File: src/hw/rtl/tcst_pkg.sv
// Shared types, codes and tables for the TCP splice connection state tracker.
package tcst_pkg;

  // Tracking states, as stored in the slot memory
  typedef enum logic [3:0] {
    CS_NONE = 4'd0,
    CS_ES   = 4'd1,
    CS_SS   = 4'd2,
    CS_SR   = 4'd3,
    CS_FW   = 4'd4,
    CS_TW   = 4'd5,
    CS_CL   = 4'd6,
    CS_CW   = 4'd7,
    CS_LA   = 4'd8,
    CS_LI   = 4'd9,
    CS_SA   = 4'd10
  } conn_state_t;

  localparam int NUM_STATES = 11;
  localparam int STATE_W    = 4;
  localparam int IDX_IN_W   = 8;
  localparam int FLAGS_W    = 4;
  localparam int TICK_W     = 28;
  localparam int SCALE_W    = 5;
  localparam int SHAMT_W    = 4;
  localparam int ROW_W      = 3;
  localparam int NUM_ROWS   = 8;
  localparam int APB_DATA_W = 32;
  localparam int APB_ADDR_W = 3;

  localparam int SCALE_MIN = -8;
  localparam int SCALE_MAX = 8;

  // Opcodes
  localparam logic OP_SEGMENT = 1'b0;
  localparam logic OP_OPEN    = 1'b1;

  // Flag bit positions
  localparam int FLAG_FIN = 0;
  localparam int FLAG_SYN = 1;
  localparam int FLAG_RST = 2;
  localparam int FLAG_ACK = 3;

  // Row within a direction half of the table
  localparam logic [1:0] ROW_SYN = 2'd0;
  localparam logic [1:0] ROW_FIN = 2'd1;
  localparam logic [1:0] ROW_ACK = 2'd2;
  localparam logic [1:0] ROW_RST = 2'd3;

  // Register index (paddr[2])
  localparam logic REG_TIMEOUT_SCALE = 1'b0;

  // Base timeouts in seconds, by state
  localparam int unsigned BASE_SECONDS [NUM_STATES] = '{
    180, 900, 120, 60, 120, 120, 10, 60, 30, 120, 120
  };

  // Rows: direction*4 + row code; columns: current state
  localparam conn_state_t NEXT_TBL [NUM_ROWS][NUM_STATES] = '{
    '{CS_SR, CS_ES, CS_ES, CS_SR, CS_SR, CS_SR, CS_SR, CS_SR, CS_SR, CS_SR, CS_SR},
    '{CS_CL, CS_CW, CS_SS, CS_TW, CS_TW, CS_TW, CS_CL, CS_CW, CS_LA, CS_LI, CS_TW},
    '{CS_CL, CS_ES, CS_SS, CS_ES, CS_FW, CS_TW, CS_CL, CS_CW, CS_CL, CS_LI, CS_ES},
    '{CS_CL, CS_CL, CS_CL, CS_SR, CS_CL, CS_CL, CS_CL, CS_CL, CS_LA, CS_LI, CS_SR},
    '{CS_SS, CS_ES, CS_SS, CS_SR, CS_SS, CS_SS, CS_SS, CS_SS, CS_SS, CS_LI, CS_SR},
    '{CS_TW, CS_FW, CS_SS, CS_TW, CS_FW, CS_TW, CS_CL, CS_TW, CS_LA, CS_LI, CS_TW},
    '{CS_ES, CS_ES, CS_SS, CS_ES, CS_FW, CS_TW, CS_CL, CS_CW, CS_LA, CS_ES, CS_ES},
    '{CS_CL, CS_CL, CS_SS, CS_CL, CS_CL, CS_TW, CS_CL, CS_CL, CS_CL, CS_CL, CS_CL}
  };

  // Controller states
  typedef enum logic {
    CTRL_IDLE,
    CTRL_UPDATE
  } ctrl_state_t;

  // Controller to datapath
  typedef struct packed {
    logic load;    // capture item, start slot read
    logic commit;  // write slot, load result register
  } ctrl_cmd_t;

  // Datapath to controller
  typedef struct packed {
    logic out_stall;  // result register full and not taken
  } dp_status_t;

  // Codes above the last state read as NONE
  function automatic conn_state_t clamp_state(input logic [STATE_W-1:0] raw);
    conn_state_t s;
    if (raw > STATE_W'(CS_SA)) begin
      s = CS_NONE;
    end else begin
      s = conn_state_t'(raw);
    end
    return s;
  endfunction

endpackage

File: src/hw/rtl/tcst_in_if.sv
// Input item channel: valid/ready with segment/open payload.
interface tcst_in_if
  import tcst_pkg::*;
();
  logic                valid;
  logic                ready;
  logic                opcode;
  logic [IDX_IN_W-1:0] conn_index;
  logic                direction;
  logic                is_tcp;
  logic [FLAGS_W-1:0]  tcp_flags;
  logic                both_established;

  modport source (output valid, opcode, conn_index, direction, is_tcp, tcp_flags,
                  both_established, input ready);
  modport sink (input valid, opcode, conn_index, direction, is_tcp, tcp_flags,
                both_established, output ready);
endinterface

File: src/hw/rtl/tcst_out_if.sv
// Result channel: valid/ready with new state, timeout and status.
interface tcst_out_if
  import tcst_pkg::*;
();
  logic               valid;
  logic               ready;
  logic [STATE_W-1:0] track_state;
  logic [TICK_W-1:0]  timeout_ticks;
  logic               status;

  modport source (output valid, track_state, timeout_ticks, status, input ready);
  modport sink (input valid, track_state, timeout_ticks, status, output ready);
endinterface

File: src/hw/rtl/tcst_cfg_regs.sv
// APB-style configuration register block holding timeout_scale.
module tcst_cfg_regs
  import tcst_pkg::*;
(
  input  logic                         clk,
  input  logic                         rst,
  input  logic                         psel,
  input  logic                         penable,
  input  logic                         pwrite,
  input  logic [APB_ADDR_W-1:0]        paddr,
  input  logic [APB_DATA_W-1:0]        pwdata,
  output logic [APB_DATA_W-1:0]        prdata,
  output logic                         pready,
  output logic signed [SCALE_W-1:0]    timeout_scale
);

  logic wr_en;

  assign pready = 1'b1;
  assign wr_en  = psel && penable && pwrite && pready && (paddr[2] == REG_TIMEOUT_SCALE);

  always_ff @(posedge clk) begin
    if (rst) begin
      timeout_scale <= '0;
    end else if (wr_en) begin
      timeout_scale <= pwdata[SCALE_W-1:0];
    end
  end

  always_comb begin
    prdata = '0;
    if (paddr[2] == REG_TIMEOUT_SCALE) begin
      prdata = {{(APB_DATA_W-SCALE_W){1'b0}}, timeout_scale};
    end
  end

endmodule

File: src/hw/rtl/tcst_ctrl.sv
// Controller FSM: accepts one item, then commits it when the result register is free.
module tcst_ctrl
  import tcst_pkg::*;
(
  input  logic       clk,
  input  logic       rst,
  input  logic       in_valid,
  output logic       in_ready,
  input  dp_status_t stat,
  output ctrl_cmd_t  cmd
);

  ctrl_state_t state, state_next;

  always_ff @(posedge clk) begin
    if (rst) begin
      state <= CTRL_IDLE;
    end else begin
      state <= state_next;
    end
  end

  always_comb begin
    state_next = state;
    unique case (state)
      CTRL_IDLE: begin
        if (in_valid) state_next = CTRL_UPDATE;
      end
      CTRL_UPDATE: begin
        if (!stat.out_stall) state_next = CTRL_IDLE;
      end
      default: state_next = CTRL_IDLE;
    endcase
  end

  always_comb begin
    in_ready   = 1'b0;
    cmd.load   = 1'b0;
    cmd.commit = 1'b0;
    unique case (state)
      CTRL_IDLE: begin
        in_ready = 1'b1;
        cmd.load = in_valid;
      end
      CTRL_UPDATE: begin
        cmd.commit = !stat.out_stall;
      end
      default: ;
    endcase
  end

endmodule

File: src/hw/rtl/tcst_datapath.sv
// Datapath: slot memory, next-state lookup, timeout scaling and result register.
module tcst_datapath
  import tcst_pkg::*;
#(
  parameter int CONN_SLOTS       = 256,
  parameter int TICKS_PER_SECOND = 100
) (
  input  logic                      clk,
  input  logic                      rst,
  input  ctrl_cmd_t                 cmd,
  output dp_status_t                stat,
  input  logic                      opcode,
  input  logic [IDX_IN_W-1:0]       conn_index,
  input  logic                      direction,
  input  logic                      is_tcp,
  input  logic [FLAGS_W-1:0]        tcp_flags,
  input  logic                      both_established,
  input  logic signed [SCALE_W-1:0] timeout_scale,
  output logic                      out_valid,
  input  logic                      out_ready,
  output logic [STATE_W-1:0]        track_state,
  output logic [TICK_W-1:0]         timeout_ticks,
  output logic                      status
);

  localparam int IDX_W     = (CONN_SLOTS > 1) ? $clog2(CONN_SLOTS) : 1;
  localparam int IN_VALUES = 1 << IDX_IN_W;

  // conn_index modulo slot count, as a constant table
  logic [IDX_W-1:0]  slot_lut [IN_VALUES];
  logic [TICK_W-1:0] base_lut [NUM_STATES];

  for (genvar g = 0; g < IN_VALUES; g++) begin : g_slot
    assign slot_lut[g] = IDX_W'(g % CONN_SLOTS);
  end
  for (genvar g = 0; g < NUM_STATES; g++) begin : g_base
    assign base_lut[g] = TICK_W'(BASE_SECONDS[g] * TICKS_PER_SECOND);
  end

  logic [STATE_W-1:0] mem [CONN_SLOTS];
  logic [STATE_W-1:0] rd_data;

  logic               op_r;
  logic [IDX_W-1:0]   slot_r;
  logic               dir_r;
  logic               tcp_r;
  logic [FLAGS_W-1:0] flags_r;
  logic               both_r;

  conn_state_t               cur;
  conn_state_t               nxt;
  logic [1:0]                row;
  logic                      row_hit;
  logic                      err;
  logic signed [SCALE_W-1:0] sc;
  logic signed [SCALE_W-1:0] sc_neg;
  logic [SHAMT_W-1:0]        shamt;
  logic [TICK_W-1:0]         ticks;

  // slot memory, registered read
  always_ff @(posedge clk) begin
    if (cmd.load) begin
      rd_data <= mem[slot_lut[conn_index]];
    end
    if (cmd.commit && !err) begin
      mem[slot_r] <= nxt;
    end
  end

  always_ff @(posedge clk) begin
    if (cmd.load) begin
      op_r    <= opcode;
      slot_r  <= slot_lut[conn_index];
      dir_r   <= direction;
      tcp_r   <= is_tcp;
      flags_r <= tcp_flags;
      both_r  <= both_established;
    end
  end

  // flag priority: rst, syn, fin, ack
  always_comb begin
    row     = ROW_SYN;
    row_hit = 1'b1;
    priority if (flags_r[FLAG_RST]) row = ROW_RST;
    else if (flags_r[FLAG_SYN]) row = ROW_SYN;
    else if (flags_r[FLAG_FIN]) row = ROW_FIN;
    else if (flags_r[FLAG_ACK]) row = ROW_ACK;
    else row_hit = 1'b0;
  end

  assign cur = clamp_state(rd_data);
  assign err = (op_r == OP_SEGMENT) && !tcp_r;

  always_comb begin
    if (op_r == OP_OPEN) begin
      nxt = both_r ? CS_ES : CS_NONE;
    end else if (!row_hit) begin
      nxt = CS_CL;
    end else begin
      nxt = NEXT_TBL[{dir_r, row}][cur];
    end
  end

  // saturate scale, then shift the base timeout either way
  always_comb begin
    if (timeout_scale < SCALE_MIN) begin
      sc = SCALE_W'(SCALE_MIN);
    end else if (timeout_scale > SCALE_MAX) begin
      sc = SCALE_W'(SCALE_MAX);
    end else begin
      sc = timeout_scale;
    end
    sc_neg = -sc;
    if (sc < 0) begin
      shamt = sc_neg[SHAMT_W-1:0];
      ticks = base_lut[nxt] >> shamt;
    end else begin
      shamt = sc[SHAMT_W-1:0];
      ticks = base_lut[nxt] << shamt;
    end
  end

  // result register
  always_ff @(posedge clk) begin
    if (rst) begin
      out_valid <= 1'b0;
    end else if (cmd.commit) begin
      out_valid <= 1'b1;
    end else if (out_ready) begin
      out_valid <= 1'b0;
    end
  end

  always_ff @(posedge clk) begin
    if (cmd.commit) begin
      track_state   <= err ? cur : nxt;
      timeout_ticks <= err ? '0 : ticks;
      status        <= err;
    end
  end

  assign stat.out_stall = out_valid && !out_ready;

endmodule

File: src/hw/rtl/tcp_splice_conn_state_tracker_unit.sv
// Top level: TCP splice connection state tracker.
// An input transfer captures the item and registers its slot read; the update state then
// writes the slot and loads the result register, waiting while that register is stalled.
// A new item is taken only once the update for the last one is done.
// Reset (rst, synchronous, active high) clears the FSM, result valid and timeout_scale;
// the slot memory is not cleared, a slot holds its state only once written.
module tcp_splice_conn_state_tracker_unit
  import tcst_pkg::*;
#(
  parameter int CONN_SLOTS       = 256,
  parameter int TICKS_PER_SECOND = 100
) (
  input  logic                  clk,
  input  logic                  rst,
  tcst_in_if.sink               seg_in,
  tcst_out_if.source            res_out,
  input  logic                  psel,
  input  logic                  penable,
  input  logic                  pwrite,
  input  logic [APB_ADDR_W-1:0] paddr,
  input  logic [APB_DATA_W-1:0] pwdata,
  output logic [APB_DATA_W-1:0] prdata,
  output logic                  pready
);

  ctrl_cmd_t                 cmd;
  dp_status_t                stat;
  logic signed [SCALE_W-1:0] timeout_scale;

  // timeout_scale register at byte address 0
  tcst_cfg_regs u_cfg (
    .clk          (clk),
    .rst          (rst),
    .psel         (psel),
    .penable      (penable),
    .pwrite       (pwrite),
    .paddr        (paddr),
    .pwdata       (pwdata),
    .prdata       (prdata),
    .pready       (pready),
    .timeout_scale(timeout_scale)
  );

  // Idle takes a transfer; update waits only while the result register is stalled.
  // A new item can be taken while a finished result still waits downstream.
  tcst_ctrl u_ctrl (
    .clk     (clk),
    .rst     (rst),
    .in_valid(seg_in.valid),
    .in_ready(seg_in.ready),
    .stat    (stat),
    .cmd     (cmd)
  );

  // Slot read on load; next-state, timeout and slot write on commit.
  // Non-TCP segments leave the slot untouched and report status 1.
  tcst_datapath #(
    .CONN_SLOTS      (CONN_SLOTS),
    .TICKS_PER_SECOND(TICKS_PER_SECOND)
  ) u_dp (
    .clk             (clk),
    .rst             (rst),
    .cmd             (cmd),
    .stat            (stat),
    .opcode          (seg_in.opcode),
    .conn_index      (seg_in.conn_index),
    .direction       (seg_in.direction),
    .is_tcp          (seg_in.is_tcp),
    .tcp_flags       (seg_in.tcp_flags),
    .both_established(seg_in.both_established),
    .timeout_scale   (timeout_scale),
    .out_valid       (res_out.valid),
    .out_ready       (res_out.ready),
    .track_state     (res_out.track_state),
    .timeout_ticks   (res_out.timeout_ticks),
    .status          (res_out.status)
  );

endmodule

File: src/flat_wrapper.sv
// flat-port wrapper written by rule: the top's interface ports become plain ports
module tcp_splice_conn_state_tracker_unit_flat import tcst_pkg::*;
#(
  parameter int CONN_SLOTS       = 256,
  parameter int TICKS_PER_SECOND = 100
)
  (clk, rst, psel, penable, pwrite, paddr, pwdata, prdata, pready, seg_in_valid, seg_in_opcode, seg_in_conn_index, seg_in_direction, seg_in_is_tcp, seg_in_tcp_flags, seg_in_both_established, seg_in_ready, res_out_valid, res_out_track_state, res_out_timeout_ticks, res_out_status, res_out_ready);
  tcst_in_if seg_in_i ();
  tcst_out_if res_out_i ();
  input  logic clk;
  input  logic rst;
  input  logic psel;
  input  logic penable;
  input  logic pwrite;
  input  logic [APB_ADDR_W-1:0] paddr;
  input  logic [APB_DATA_W-1:0] pwdata;
  output logic [APB_DATA_W-1:0] prdata;
  output logic pready;
  input wire logic [$bits(seg_in_i.valid)-1:0] seg_in_valid;
  input wire logic [$bits(seg_in_i.opcode)-1:0] seg_in_opcode;
  input wire logic [$bits(seg_in_i.conn_index)-1:0] seg_in_conn_index;
  input wire logic [$bits(seg_in_i.direction)-1:0] seg_in_direction;
  input wire logic [$bits(seg_in_i.is_tcp)-1:0] seg_in_is_tcp;
  input wire logic [$bits(seg_in_i.tcp_flags)-1:0] seg_in_tcp_flags;
  input wire logic [$bits(seg_in_i.both_established)-1:0] seg_in_both_established;
  output wire logic [$bits(seg_in_i.ready)-1:0] seg_in_ready;
  output wire logic [$bits(res_out_i.valid)-1:0] res_out_valid;
  output wire logic [$bits(res_out_i.track_state)-1:0] res_out_track_state;
  output wire logic [$bits(res_out_i.timeout_ticks)-1:0] res_out_timeout_ticks;
  output wire logic [$bits(res_out_i.status)-1:0] res_out_status;
  input wire logic [$bits(res_out_i.ready)-1:0] res_out_ready;
  assign seg_in_i.valid = seg_in_valid;
  assign seg_in_i.opcode = seg_in_opcode;
  assign seg_in_i.conn_index = seg_in_conn_index;
  assign seg_in_i.direction = seg_in_direction;
  assign seg_in_i.is_tcp = seg_in_is_tcp;
  assign seg_in_i.tcp_flags = seg_in_tcp_flags;
  assign seg_in_i.both_established = seg_in_both_established;
  assign seg_in_ready = seg_in_i.ready;
  assign res_out_valid = res_out_i.valid;
  assign res_out_track_state = res_out_i.track_state;
  assign res_out_timeout_ticks = res_out_i.timeout_ticks;
  assign res_out_status = res_out_i.status;
  assign res_out_i.ready = res_out_ready;
  tcp_splice_conn_state_tracker_unit #(.CONN_SLOTS(CONN_SLOTS), .TICKS_PER_SECOND(TICKS_PER_SECOND)) u_core (.clk(clk), .rst(rst), .seg_in(seg_in_i), .res_out(res_out_i), .psel(psel), .penable(penable), .pwrite(pwrite), .paddr(paddr), .pwdata(pwdata), .prdata(prdata), .pready(pready));
endmodule
File: config.mk
export PLATFORM = sky130hd
export DESIGN_NAME = tcp_splice_conn_state_tracker_unit_flat
export DESIGN_NICKNAME = d
export VERILOG_FILES = /design/src/hw/rtl/tcst_pkg.sv /design/src/hw/rtl/tcst_in_if.sv /design/src/hw/rtl/tcst_out_if.sv /design/src/hw/rtl/tcst_cfg_regs.sv /design/src/hw/rtl/tcst_ctrl.sv /design/src/hw/rtl/tcst_datapath.sv /design/src/hw/rtl/tcp_splice_conn_state_tracker_unit.sv /design/src/flat_wrapper.sv
export SDC_FILE = /design/constraint.sdc
export NUM_CORES = 1
export LEC_CHECK = 0
export ABC_CLOCK_PERIOD_IN_PS = 14300
export BUFFER_PORTS_ARGS = -buffer_cell sky130_fd_sc_hd__buf_2
export CORE_ASPECT_RATIO = 1.5
export CORE_MARGIN = 3
export CORE_UTILIZATION = 24
export CTS_CLUSTER_SIZE = 10
export DETAILED_ROUTE_END_ITERATION = 8
export PLACE_DENSITY_LB_ADDON = 0.12
export SYNTH_ARGS = -nofsm -noshare
export SYNTH_HDL_FRONTEND = slang
export SYNTH_SLANG_ARGS = --single-unit
File: constraint.sdc
create_clock -name clk -period 14.3 [get_ports clk]
set_input_delay 2.86 -clock clk [delete_from_list [all_inputs] [get_ports clk]]
set_output_delay 2.86 -clock clk [all_outputs]
set_load 0.01 [all_outputs]
---- Yosys cells after proc, flatten, opt, wreduce, memory -nomap -nowiden ----
Memory sizes are Yosys's and may differ from the RTL's. A register that Yosys moved wholly into a read port is not among the register bits.
Cells that the tools add are included.
operators by class
  add/subtract/negate cells ............... 1
  magnitude comparators ................... 8
  shifts and indexed selects .............. 2
  muxes and demuxes ....................... 36
  bitwise gates (word level) .............. 7
  reduce and logical (&&, ||, !) cells .... 11
operators with widths
  cell                number
  $mux 44             2
  $mux 28             3
  $shl 28x4->28       1
  $shr 28x4->28       1
  $mux 4              6
  $bmux 4 s4          1
  $mux 8              2
  $mux 5              3
  $mux 1              14
  $ge 5x5->1 const B  2
  $not 4->5           2
  $ge 9x9->1 const B  1
  $not 8->9           1
  $mux 2              4
  $logic_and 1x1->1   6
  $gt 5x5->1 const B  1
  $lt 5x1->1 const B  1
  $lt 5x4->1 const B  1
  $ge 4x4->1 const B  1
  $gt 4x4->1 const B  1
  $logic_not 1->1     4
  $neg 4->4           1
  $not 3->4           1
  $not 1->1           3
  2 further kinds     2
storage, ports and cells
  register bits after elaboration ......... 56
  memory bits (writable) .................. 1024
  ROM bits ................................ 2848
  memories ................................ 4
memory list
  name              words  bits a word  read ports  clocked after Yosys merged registers in  wr ports  line                  RTL
  (name not given)  256    8            1           0                                        0         tcst_datapath.sv:73   slot_r <= slot_lut[conn_index];
  u_core.u_dp.mem   256    4            1           1                                        1         tcst_datapath.sv:40   logic [STATE_W-1:0] mem [CONN_SLOTS];
  (name not given)  16     28           1           0                                        0         tcst_datapath.sv:120  ticks = base_lut[nxt] << shamt;
  (name not given)  8      44           1           0                                        0         tcst_datapath.sv:101  nxt = NEXT_TBL[{dir_r, row}][cur];

---- Depth between registers and ports, before layout ----
Gate-level depths: netlist of the first run.
  depth after elaboration ................. 19
  mapped depth ............................ 18
  gate-level depth less buffers ........... 18

---- Cells and area by module ----
From an unflattened synthesis of the first run, not the netlist that was laid out.
unflattened totals
  cell total of the unflattened synthesis .. 2329
  area, all modules ....................... 45065.7 sq um
by module, submodules not included
  module         times used  cells an instance  area an instance (sq um)  seq. area each (sq um)
  tcst_datapath  1           2266               44520.2                   32361.0
  tcst_cfg_regs  1           57                 495.5                     100.1
  tcst_ctrl      1           6                  50.0                      20.0

---- Least setup slack after synthesis of the first run ----
Ideal clock, no wire load.
  path type ............................... flip-flop to flip-flop
  start point ............................. register u_core.u_dp.flags_r[0]
  end point ............................... memory u_core.u_dp.mem[0][1] (data pin)
  library setup time ...................... 1577 ps
  arrival ................................. 8835 ps
  data required time ...................... 12723 ps
  setup slack ............................. 3888 ps
  stages on the path, launching flop included .. 9
  buffers on the path ..................... 0
  cells stage by stage .................... edfxtp_1 > nor2_1 > a21oi_1 > ha_1 > nor2b_1 > mux2_2 > a311oi_1 > a31oi_1 > a21oi_1
between the ends
  cells in the longest elaborated chain, start to end .. 12
ends and longest elaborated chain
  what                                        line                  RTL
  start: declaration                          tcst_datapath.sv:47   logic [FLAGS_W-1:0] flags_r;
  start signal: assignment                    tcst_datapath.sv:76   flags_r <= tcp_flags;
  $mux 2                                      tcst_datapath.sv:87   else if (flags_r[FLAG_FIN]) row = ROW_FIN;
  $mux 2                                      tcst_datapath.sv:86   else if (flags_r[FLAG_SYN]) row = ROW_SYN;
  $mux 2                                      tcst_datapath.sv:85   priority if (flags_r[FLAG_RST]) row = ROW_RST;
  $not 3->4 (not written as such)             tcst_datapath.sv:101
  $mem_v2 8x44                                --
  $mux 44 (not written as such) (2 in a row)  tcst_datapath.sv:101
  $bmux 4 s4                                  tcst_datapath.sv:101
  $mux 4 (not written as such) (2 in a row)   tcst_datapath.sv:101
  $mux 4 (*)                                  tcst_datapath.sv:98   end else if (!row_hit) begin
  $mux 4 (*)                                  tcst_datapath.sv:96   if (op_r == OP_OPEN) begin
  net u_core.u_dp.nxt[1]                      tcst_datapath.sv:51   conn_state_t nxt;
  end: declaration                            tcst_datapath.sv:40
Mark *: on every way through the listed nets, which the timed path passes. The rest lies on a longest branch. The select of a mux whose other input is x is not followed.

---- Final worst setup path of the first run ----
  start point ............................. input seg_in_conn_index[0]
  end point ............................... register u_core.u_dp.rd_data[0] (read register of u_core.u_dp.mem) (data pin)
between the ends
  cells in the longest elaborated chain, start to end .. 4
ends and longest elaborated chain
  what                             line                 RTL
  start: declaration               flat_wrapper.sv:21   input wire logic [$bits(seg_in_i.conn_index)-1:0] seg_in_conn_index;
  $not 8->9 (not written as such)  tcst_datapath.sv:63  rd_data <= mem[slot_lut[conn_index]];
  $mem_v2 256x8                    --
  $mux 8 (2 in a row)              --
  end: declaration                 tcst_datapath.sv:41  logic [STATE_W-1:0] rd_data;
No other way between the ends. The select of a mux whose other input is x is not followed.
A chain may end at the register's enable or synchronous reset.

==> results of run 1 <==
-- sequential cells by signal, summed over array words and instances, names as in the netlist --
name / flops
u_core.u_dp.flags_r: 4
u_core.u_dp.rd_data: 4
u_core.u_dp.out_valid: 1
u_core.u_dp.status: 1
u_core.u_dp.mem: 1024
u_core.u_dp.timeout_ticks: 28
u_core.u_dp.op_r: 1
u_core.u_ctrl.state: 1
u_core.u_dp.tcp_r: 1
u_core.u_cfg.timeout_scale: 5
u_core.u_dp.slot_r: 8
u_core.u_dp.track_state: 4
u_core.u_dp.dir_r: 1
u_core.u_dp.both_r: 1
-- worst min path at each step --
| stage | from | slack, ns | endpoint |
|---|---|---|---|
| 5_1_grt | u_core.u_ctrl.state$_SDFF_PP0_ | 0.57 | u_core.u_dp.out_valid$_SDFFE_PP0P_ |
| 2_1_floorplan | u_core.u_cfg.timeout_scale[0]$_SDFFE_PP0P_ | 0.49 | u_core.u_cfg.timeout_scale[0]$_SDFFE_PP0P_ |
| 3_3_place_gp | u_core.u_dp.out_valid$_SDFFE_PP0P_ | 0.51 | u_core.u_dp.out_valid$_SDFFE_PP0P_ |
| 4_1_cts | u_core.u_ctrl.state$_SDFF_PP0_ | 0.53 | u_core.u_dp.out_valid$_SDFFE_PP0P_ |
| 6_report | u_core.u_dp.out_valid$_SDFFE_PP0P_ | 0.53 | u_core.u_dp.out_valid$_SDFFE_PP0P_ |
| 3_5_place_dp | u_core.u_dp.out_valid$_SDFFE_PP0P_ | 0.53 | u_core.u_dp.out_valid$_SDFFE_PP0P_ |
-- stage by stage --
| stage | power [µW] | instance area, µm² | hold WS [ns] | cells | setup WS (ns) |
|---|---|---|---|---|---|
| 2_1_floorplan | 4090 | 44900 | 0.487 | 2347 | 3.89 |
| 3_3_place_gp | 4290 | 47900 | 0.514 | 4720 | 6.59 |
| 3_5_place_dp | 4310 | 47900 | 0.530 | 4720 | 6.55 |
| 4_1_cts | 7070 | 51100 | 0.529 | 4874 | 7.33 |
| 5_1_grt | 7220 | 51100 | 0.570 | 4875 | 7.16 |
| 6_report | 6940 | 51100 | 0.526 | 4876 | 7.47 |
-- area by class of cell --
cell class / count / area, µm²
diodes: 2 / 5.00
fillers: 18400 / 134000
repair buffers: 103 / 641
well taps: 2437 / 3050
clock inverters: 11 / 100
inverters: 16 / 80.1
multi-input cells: 1080 / 11600
clock buffers: 143 / 3140
flip-flops and latches: 1084 / 32500
-- logic make-up after synthesis --
logic type                 after synthesis
AOI/OAI and AO/OA                      175
xor gates and xnor gates                 3
adders and majority gates               14
buffers and inverters                  183
DFF                                   1084
muxes                                  357
other                                    2
and+or+nand+nor                        500
-- power by group --
| part | internal (µW) | switching [µW] |
|---|---|---|
| clock | 1520 | 1200 |
| sequential | 3610 | 17.5 |
| combinational | 185 | 407 |
-- worst reg2reg max path, stage by stage (launching register included) --
cell	delay, ns
edfxtp_1	0.47
nor2_1	0.29
a21oi_1	0.23
ha_1	0.33
nor2b_1	0.18
o311ai_1	0.57
nand4b_1	0.19
a32oi_1	0.15
nand2_1	0.21
and2_1	0.41
inv_6	0.30
ha_1	0.42
nand3_1	0.09
nand3_1	0.30
o22ai_1	0.61
mux2i_1	0.32
a21oi_1	0.24
or3b_1	0.36
-- layer usage --
layer | GRT usage | vias up
li1 | - | 9561
met1 | 0.141 | 11800
met2 | 0.251 | 527
met3 | 0.0199 | 165
met4 | 0.0341 | 8
met5 | 0 | -
-- synth_stat cells, types with 4 or more instances --
master	number
nand3_1	27
and2_1	12
inv_1	12
a211oi_1	15
and3_1	9
edfxtp_1	1077
nor4_1	4
buf_4	31
nand2_1	66
a21oi_1	41
or2_2	4
a31oi_1	9
buf_2	32
a22oi_1	5
o21ai_0	11
nand4_1	10
o22ai_1	13
buf_1	15
nand2b_1	7
mux2_2	6
ha_1	14
nor2b_1	18
clkbuf_1	89
mux4_2	340
dfxtp_1	7
o21ai_1	6
nor3_1	11
a221oi_1	4
mux2i_1	10
o31ai_1	7
nor2_1	311
o21a_1	7
o211ai_1	9
==> flow_summary.yaml, run 1 <==
global_route:
  grt_use_total: 0.128
  grt_pass1_vias: 24600
  grt_max_degree: 179
  grt-ovfl-total: 0
  grt_pass1_wl_um: 180000
  antenna_found_initial: 7
critical_path:
  slowest_stage: "buf_4"
  critPathKind: "in -> reg"
  endpoint_kind: "flip-flop"
  path_common_cell: "mux4_2"
  reg2reg_to: "u_core.u_dp.timeout_ticks[12]$_SDFFCE_PP0P_"
  cp.required_ns: 14.73
  reg2regPathDepth: 17
  cp-start-kind: "input port"
  crit_end: "u_core.u_dp.rd_data[0]$_DFFE_PP_"
  crit_arrival_ns: 7.26
  rrSetupSlack_ns: 8.37
  path_buf_inv: 3
  reg2reg_from: "u_core.u_dp.flags_r[1]$_DFFE_PP_"
  crit_path_max_fanout: 96
  max_stage_delay_ns: 0.77
  cp.depth: 7
  crit_path_start: "seg_in_conn_index[0]"
  crit_family: "multiplexers"
  crit_chain: "buf_8 > buf_12 > buf_4 > mux4_2 > mux4_2 > mux4_2 > mux4_2"
route:
  met2WireLength_um: 70200
  dr.pass1.iters: 5
  dr_wl_met3_um: 4540
  highest_layer: "met5"
  met1_length_um: 46700
  wire_per_inst_um: 25.5
  wirelength_um: 124000
  vias: 22100
  initialDrtViolationCount: 1473
  vias_per_cell: 4.53
  antenna_left: 0
  drc: 0
sta:
  setup_tns_ns: 0
  relSlewSlack: 0.276
  worstMarginPinSlew_ns: 1.09
  clock_skew_ns: 0.0327
  setup_viol: 0
  max_freq_mhz: 146
  rsz0062_at_grt: "false"
  hold_viol: 0
  fin_crit_sh: 0.478
  slew_viol_final: 0
  finalCriticalPeriod_ns: 6.83
synth:
  syn_area_um2: 44800
  async_flop_share: 0
  synthMuxAreaShare: 0.175
  synth_ff_type: "edfxtp_1"
  synth_top_area_frac: 0.722
  synthCells: 2318
  synth-xor-area-share: 0.000586
  synth-compound-area-share: 0.0284
  synthSimpleGateAreaFrac: 0.0486
  yosys.cell_types.count: 81
  yosysSeqAreaShare: 0.725
  synth_top_area_cell: "edfxtp_1"
  synthAdderAreaFrac: 0.00391
  synth_area_per_cell_um2: 19.3
  yosys-top-cells-area: "edfxtp_1 (72%), mux4_2 (17%), nor2_1 (2.6%)"
  synth-warning-count: 0
  synth_top_family_by_area: "multiplexers"
  synth_edf_count: 1077
  synth-seq-cells: 1084
clock_tree:
  cts_sinks: 1084
  insertion_delay_ns: 0.72
  ctsHoldBuffers: 0
  clockBufferDepth: 3
  path_clk_slew_ns: 0.06
  cts_tree: "done"
  cts_resized: 0
  htree_levels: 3
  post_cts_buffers: 0
  cts_root_buf: "clkbuf_16"
  cts_made_buffers: 120
flow_run:
  cap_viol_max_count: 0
outcome:
  outcome: "complete, no violations"
floorplan:
  die_h_um: 535
  die_w_um: 359
  core.rowCount: 193
  die-area_um2: 192000
  coreArea_um2: 185000
  initial_core_util: 0.242
  io_pins: 126
hold_path:
  min_path_type: "reg -> reg"
  min_path_cells: 2
finish:
  final_nets: 2477
  final_cell_mix: "edfxtp_1 (1077), mux4_2 (340), nor2_1 (311)"
  final_common_cell: "edfxtp_1"
  fin_util: 0.276
  drive_gt1_frac: 0.250
  syn_to_final_growth_pct: 14.1
placement:
  port_buffers: 68
  place.gp.congestion: 0.824
  hpwl_um: 78700
power_and_ir_drop:
  powerDensity_nw_per_um2: 136
  ir_drop_mv: 0.0992
  p_leak_uw: 0.0155
Power figures use the tool's default switching activity.
==> run 2, diff against run 1 <==
--- a/config.mk
+++ b/config.mk
@@ -5,7 +5,7 @@
 export SDC_FILE = /design/constraint.sdc
 export NUM_CORES = 1
 export LEC_CHECK = 0
-export ABC_CLOCK_PERIOD_IN_PS = 14300
+export ABC_CLOCK_PERIOD_IN_PS = 6900
 export BUFFER_PORTS_ARGS = -buffer_cell sky130_fd_sc_hd__buf_2
 export CORE_ASPECT_RATIO = 1.5
 export CORE_MARGIN = 3
==> constraint.sdc (replaced) <==
create_clock -name clk -period 6.9 [get_ports clk]
set_input_delay 1.38 -clock clk [delete_from_list [all_inputs] [get_ports clk]]
set_output_delay 1.38 -clock clk [all_outputs]
set_load 0.01 [all_outputs]
==> flow_summary.yaml, run 2 (synthesis results as in run 1) <==
sta:
  clock_skew_ns: 0.0282
  setup_tns_ns: 0
  finalCriticalPeriod_ns: 5.94
  fin_crit_sh: 0.861
  slew_viol_final: 0
  max_freq_mhz: 168
  hold_viol: 0
  rsz0062_at_grt: "false"
  relSlewSlack: 0.222
  setup_viol: 0
  worstMarginPinSlew_ns: 1.17
critical_path:
  critPathKind: "reg -> reg"
  reg2regPathDepth: 17
  crit_path_max_fanout: 91
  reg2reg_from: "u_core.u_dp.flags_r[0]$_DFFE_PP_"
  crit_arrival_ns: 6.41
  reg2reg_to: "u_core.u_dp.timeout_ticks[12]$_SDFFCE_PP0P_"
  rrSetupSlack_ns: 0.96
  cp-start-kind: "flip-flop"
  cp.required_ns: 7.36
  endpoint_kind: "flip-flop"
floorplan:
  die_h_um: 535
  core.rowCount: 193
  coreArea_um2: 185000
  die-area_um2: 192000
  initial_core_util: 0.242
  io_pins: 126
  die_w_um: 359
finish:
  top_regs: "u_core.u_dp.mem (1024), u_core.u_dp.timeout_ticks (28), u_core.u_dp.slot_r (8)"
  drive_gt1_frac: 0.252
  syn_to_final_growth_pct: 14.3
  seqCellArea_um2: 32500
  largest_reg_flops: 1024
  num-fill-cells: 18400
  final_common_cell: "edfxtp_1"
  regMostFlops: "u_core.u_dp.mem"
  final_nets: 2475
  multi_input_area_um2: 11600
  final_cell_mix: "edfxtp_1 (1077), mux4_2 (340), nor2_1 (311)"
global_route:
  grt-ovfl-total: 0
  grt_use_total: 0.129
  grt_max_degree: 184
  grt_pass1_wl_um: 182000
  antenna_found_initial: 4
  grt_pass1_vias: 24500
hold_path:
  hold_start: "u_core.u_ctrl.state$_SDFF_PP0_"
  min_path_cells: 2
  min_to: "u_core.u_dp.out_valid$_SDFFE_PP0P_"
  min_path_type: "reg -> reg"
route:
  drc: 0
  antenna_left: 0
  vias: 22200
  wirelength_um: 126000
  initialDrtViolationCount: 1528
  vias_per_cell: 4.55
  wire_per_inst_um: 25.8
  dr.pass1.iters: 5
clock_tree:
  cts_sinks: 1084
  cts_resized: 0
  cts_tree: "done"
  ctsHoldBuffers: 0
  path_clk_slew_ns: 0.05
  htree_levels: 3
  insertion_delay_ns: 0.73
  post_cts_buffers: 0
  cts_root_buf: "clkbuf_16"
  clockBufferDepth: 3
  cts_made_buffers: 120
flow_run:
  cap_viol_max_count: 0
outcome:
  outcome: "complete, no violations"
power_and_ir_drop:
  p_leak_uw: 0.0155
  powerDensity_nw_per_um2: 281
  ir_drop_mv: 0.196
  power_uw: 14400
placement:
  hpwl_um: 79300
  port_buffers: 68
  place.gp.congestion: 0.825
==> run 2: cell count changes in the layout (fill, tap and decap cells not counted), sizes merged <==
cell / before / now
diode: 2 / 3
clkinv: 8 / 13
clkinvlp: 0 / 1
inv: 19 / 17
clkbuf: 143 / 145
buf: 103 / 101
==> run 2: metal layers <==
layer  vias up  routed length [µm]  global-route usage
li1       9559                   -                   -
met1     11900               47600               0.145
met2       525               70300               0.249
met3       186                4410              0.0176
met4         4                3450              0.0409
met5         -                  25                   0
==> run 2: where the power goes <==
part | switching (µW) | internal (µW) | total [µW]
logic | 857 | 390 | 1250
clock network | 2540 | 3120 | 5650
registers | 33.6 | 7480 | 7520
==> run 2: cell type report <==
type                            count  share of cell area
Tap cell                         2437              0.0595
Antenna cell                        3            0.000147
Clock inverter                     15             0.00320
Inverter                           16             0.00156
Multi-Input combinational cell   1080               0.227
Sequential cell                  1084               0.634
Timing Repair Buffer              101              0.0134
Clock buffer                      145              0.0605
==> run 2: critical path, cell delays in order (launching register included) <==
cell and delay, ns:
edfxtp_1 0.45, nor2_1 0.29, a21oi_1 0.23, ha_1 0.33, nor2b_1 0.18, o311ai_1 0.55
nand4b_1 0.19, a32oi_1 0.15, nand2_1 0.21, and2_1 0.37, clkinv_4 0.55, ha_1 0.52
nand3_1 0.08, nand3_1 0.24, o22ai_1 0.51, mux2i_1 0.28, a21oi_1 0.18, or3b_1 0.36
==> run 2: how the worst max path moves through the flow <==
stage	from	slack [ns]	depth (start not counted)	to
5_1_grt	u_core.u_dp.flags_r[0]$_DFFE_PP_	0.51	17	u_core.u_dp.timeout_ticks[12]$_SDFFCE_PP0P_
3_5_place_dp	u_core.u_dp.flags_r[0]$_DFFE_PP_	0.91	17	u_core.u_dp.timeout_ticks[12]$_SDFFCE_PP0P_
3_3_place_gp	u_core.u_dp.flags_r[0]$_DFFE_PP_	0.98	17	u_core.u_dp.timeout_ticks[12]$_SDFFCE_PP0P_
4_1_cts	u_core.u_dp.flags_r[0]$_DFFE_PP_	0.90	17	u_core.u_dp.timeout_ticks[12]$_SDFFCE_PP0P_
2_1_floorplan	u_core.u_dp.flags_r[0]$_DFFE_PP_	0.008	18	u_core.u_dp.timeout_ticks[11]$_SDFFCE_PP0P_
6_report	u_core.u_dp.flags_r[0]$_DFFE_PP_	0.96	17	u_core.u_dp.timeout_ticks[12]$_SDFFCE_PP0P_
==> run 2: through the flow <==
stage / util / hold WS [ns] / setup slack [ns] / area [µm²] / cells
5_1_grt: 0.277 / 0.543 / 0.509 / 51200 / 4879
3_3_place_gp: 0.259 / 0.506 / 0.978 / 47900 / 4718
2_1_floorplan: - / 0.487 / 0.00835 / 44900 / 2347
4_1_cts: 0.277 / 0.509 / 0.897 / 51200 / 4878
6_report: 0.277 / 0.516 / 0.956 / 51200 / 4881
3_5_place_dp: 0.259 / 0.513 / 0.911 / 47900 / 4718
==> run 3, diff against run 2 <==
--- a/config.mk
+++ b/config.mk
@@ -8,7 +8,7 @@
 export ABC_CLOCK_PERIOD_IN_PS = 6900
 export BUFFER_PORTS_ARGS = -buffer_cell sky130_fd_sc_hd__buf_2
 export CORE_ASPECT_RATIO = 1.5
-export CORE_MARGIN = 3
+export CORE_MARGIN = 2
 export CORE_UTILIZATION = 24
 export CTS_CLUSTER_SIZE = 10
 export DETAILED_ROUTE_END_ITERATION = 8
==> flow_summary.yaml, run 3 (synthesis results as in run 1) <==
finish:
  finish.instance_area_um2: 51300
  largest_reg_flops: 1024
  final_nets: 2479
  top_regs: "u_core.u_dp.mem (1024), u_core.u_dp.timeout_ticks (28), u_core.u_dp.slot_r (8)"
  final_cell_mix: "edfxtp_1 (1077), mux4_2 (340), nor2_1 (311)"
  num-fill-cells: 18500
  final_common_cell: "edfxtp_1"
  finalNonFillerCells: 4898
  regMostFlops: "u_core.u_dp.mem"
  syn_to_final_growth_pct: 14.4
  drive_gt1_frac: 0.254
route:
  wirelength_um: 124000
  dr.pass1.iters: 5
  vias_per_cell: 4.55
  drc: 0
  highest_layer: "met5"
  dr_wl_met3_um: 5630
  vias: 22300
  initialDrtViolationCount: 1644
  wire_per_inst_um: 25.2
  met1_length_um: 45600
  met2WireLength_um: 69200
  antenna_left: 0
clock_tree:
  path_clk_slew_ns: 0.05
  ctsHoldBuffers: 0
  cts_made_buffers: 120
  htree_levels: 3
  post_cts_buffers: 0
  cts_sinks: 1084
  cts_tree: "done"
  insertion_delay_ns: 0.71
  clockBufferDepth: 3
  cts_root_buf: "clkbuf_16"
  cts_resized: 0
critical_path:
  crit_end: "u_core.u_dp.timeout_ticks[12]$_SDFFCE_PP0P_"
  endpoint_kind: "flip-flop"
  crit_path_max_fanout: 56
  crit_path_start: "u_core.u_dp.flags_r[0]$_DFFE_PP_"
  reg2regPathDepth: 17
  cp-start-kind: "flip-flop"
  crit_arrival_ns: 6.06
  reg2reg_to: "u_core.u_dp.timeout_ticks[12]$_SDFFCE_PP0P_"
  reg2reg_from: "u_core.u_dp.flags_r[0]$_DFFE_PP_"
  cp.required_ns: 7.35
  critPathKind: "reg -> reg"
  rrSetupSlack_ns: 1.29
sta:
  max_freq_mhz: 178
  clock_skew_ns: 0.0350
  worstMarginPinSlew_ns: 1.22
  rsz0062_at_grt: "false"
  setup_tns_ns: 0
  finalCriticalPeriod_ns: 5.61
  setup_viol: 0
  slew_viol_final: 0
  relSlewSlack: 0.185
  hold_viol: 0
  fin_hold_ws_ns: 0.526
  fin_crit_sh: 0.813
placement:
  hpwl_um: 77500
  numPlacedInstances: 4735
  port_buffers: 68
  post_dp_cell_area_um2: 48000
  place.gp.congestion: 0.817
global_route:
  antenna_found_initial: 10
  grt-ovfl-total: 0
  grt_max_degree: 221
  grt_use_total: 0.129
  grt_pass1_wl_um: 176000
  grt_pass1_vias: 24100
floorplan:
  die_w_um: 357
  die_h_um: 533
  initial_core_util: 0.241
  coreArea_um2: 186000
  io_pins: 126
  die-area_um2: 190000
  core.rowCount: 194
outcome:
  outcome: "complete, no violations"
hold_path:
  min_path_type: "reg -> reg"
  min_path_cells: 2
power_and_ir_drop:
  ir_drop_mv: 0.211
  p_leak_uw: 0.0155
  powerDensity_nw_per_um2: 281
flow_run:
  cap_viol_max_count: 0
[run 3: stage by stage]
stage                     utilization  power, µW  setup WS [ns]
after floorplan                     -       8440        0.00835
after global placement          0.258       8910           1.36
after detailed placement        0.258       8930           1.41
after CTS                       0.276      14600           1.39
after global routing            0.276      14900           1.10
final                           0.276      14400           1.29
[run 3: cell type report]
type	count	area [µm²]	area share
antenna	2	5.00	0.0000976
clock buffer	149	3120	0.0609
clock inverter	12	133	0.00259
inverter	16	80.1	0.00156
multi-input combinational	1080	11600	0.227
sequential	1084	32500	0.634
tap	2450	3070	0.0598
timing repair buffer	105	718	0.0140
[run 3: worst min-delay path by stage]
stage                                                             to                                       start  slack, ns
final                             u_core.u_dp.out_valid$_SDFFE_PP0P_          u_core.u_dp.out_valid$_SDFFE_PP0P_       0.53
after global routing              u_core.u_dp.out_valid$_SDFFE_PP0P_          u_core.u_dp.out_valid$_SDFFE_PP0P_       0.56
after CTS                         u_core.u_dp.out_valid$_SDFFE_PP0P_          u_core.u_dp.out_valid$_SDFFE_PP0P_       0.53
after detailed placement          u_core.u_dp.out_valid$_SDFFE_PP0P_          u_core.u_dp.out_valid$_SDFFE_PP0P_       0.52
after global placement            u_core.u_dp.out_valid$_SDFFE_PP0P_          u_core.u_dp.out_valid$_SDFFE_PP0P_       0.51
after floorplan           u_core.u_cfg.timeout_scale[0]$_SDFFE_PP0P_  u_core.u_cfg.timeout_scale[0]$_SDFFE_PP0P_       0.49
[run 3: per-layer routing]
metal,up-vias,global-route usage
met5,-,0
met4,8,0.0379
met3,173,0.0202
met2,663,0.247
met1,11900,0.144
li1,9585,-
[run 3: power breakdown]
group | switching, µW | internal (µW)
clock network | 2480 | 3160
logic | 848 | 391
registers | 36.0 | 7480
[run 3: critical path: stages (launching register included)]
cell and delay [ns]:
edfxtp_1 0.44, nor2_1 0.31, a21oi_1 0.24, ha_1 0.34
nor2b_1 0.19, o311ai_1 0.52, nand4b_1 0.19, a32oi_1 0.16
nand2_1 0.21, and2_1 0.39, inv_6 0.23, ha_1 0.34
nand3_1 0.08, nand3_1 0.25, o22ai_1 0.58, mux2i_1 0.31
a21oi_1 0.18, or3b_1 0.35
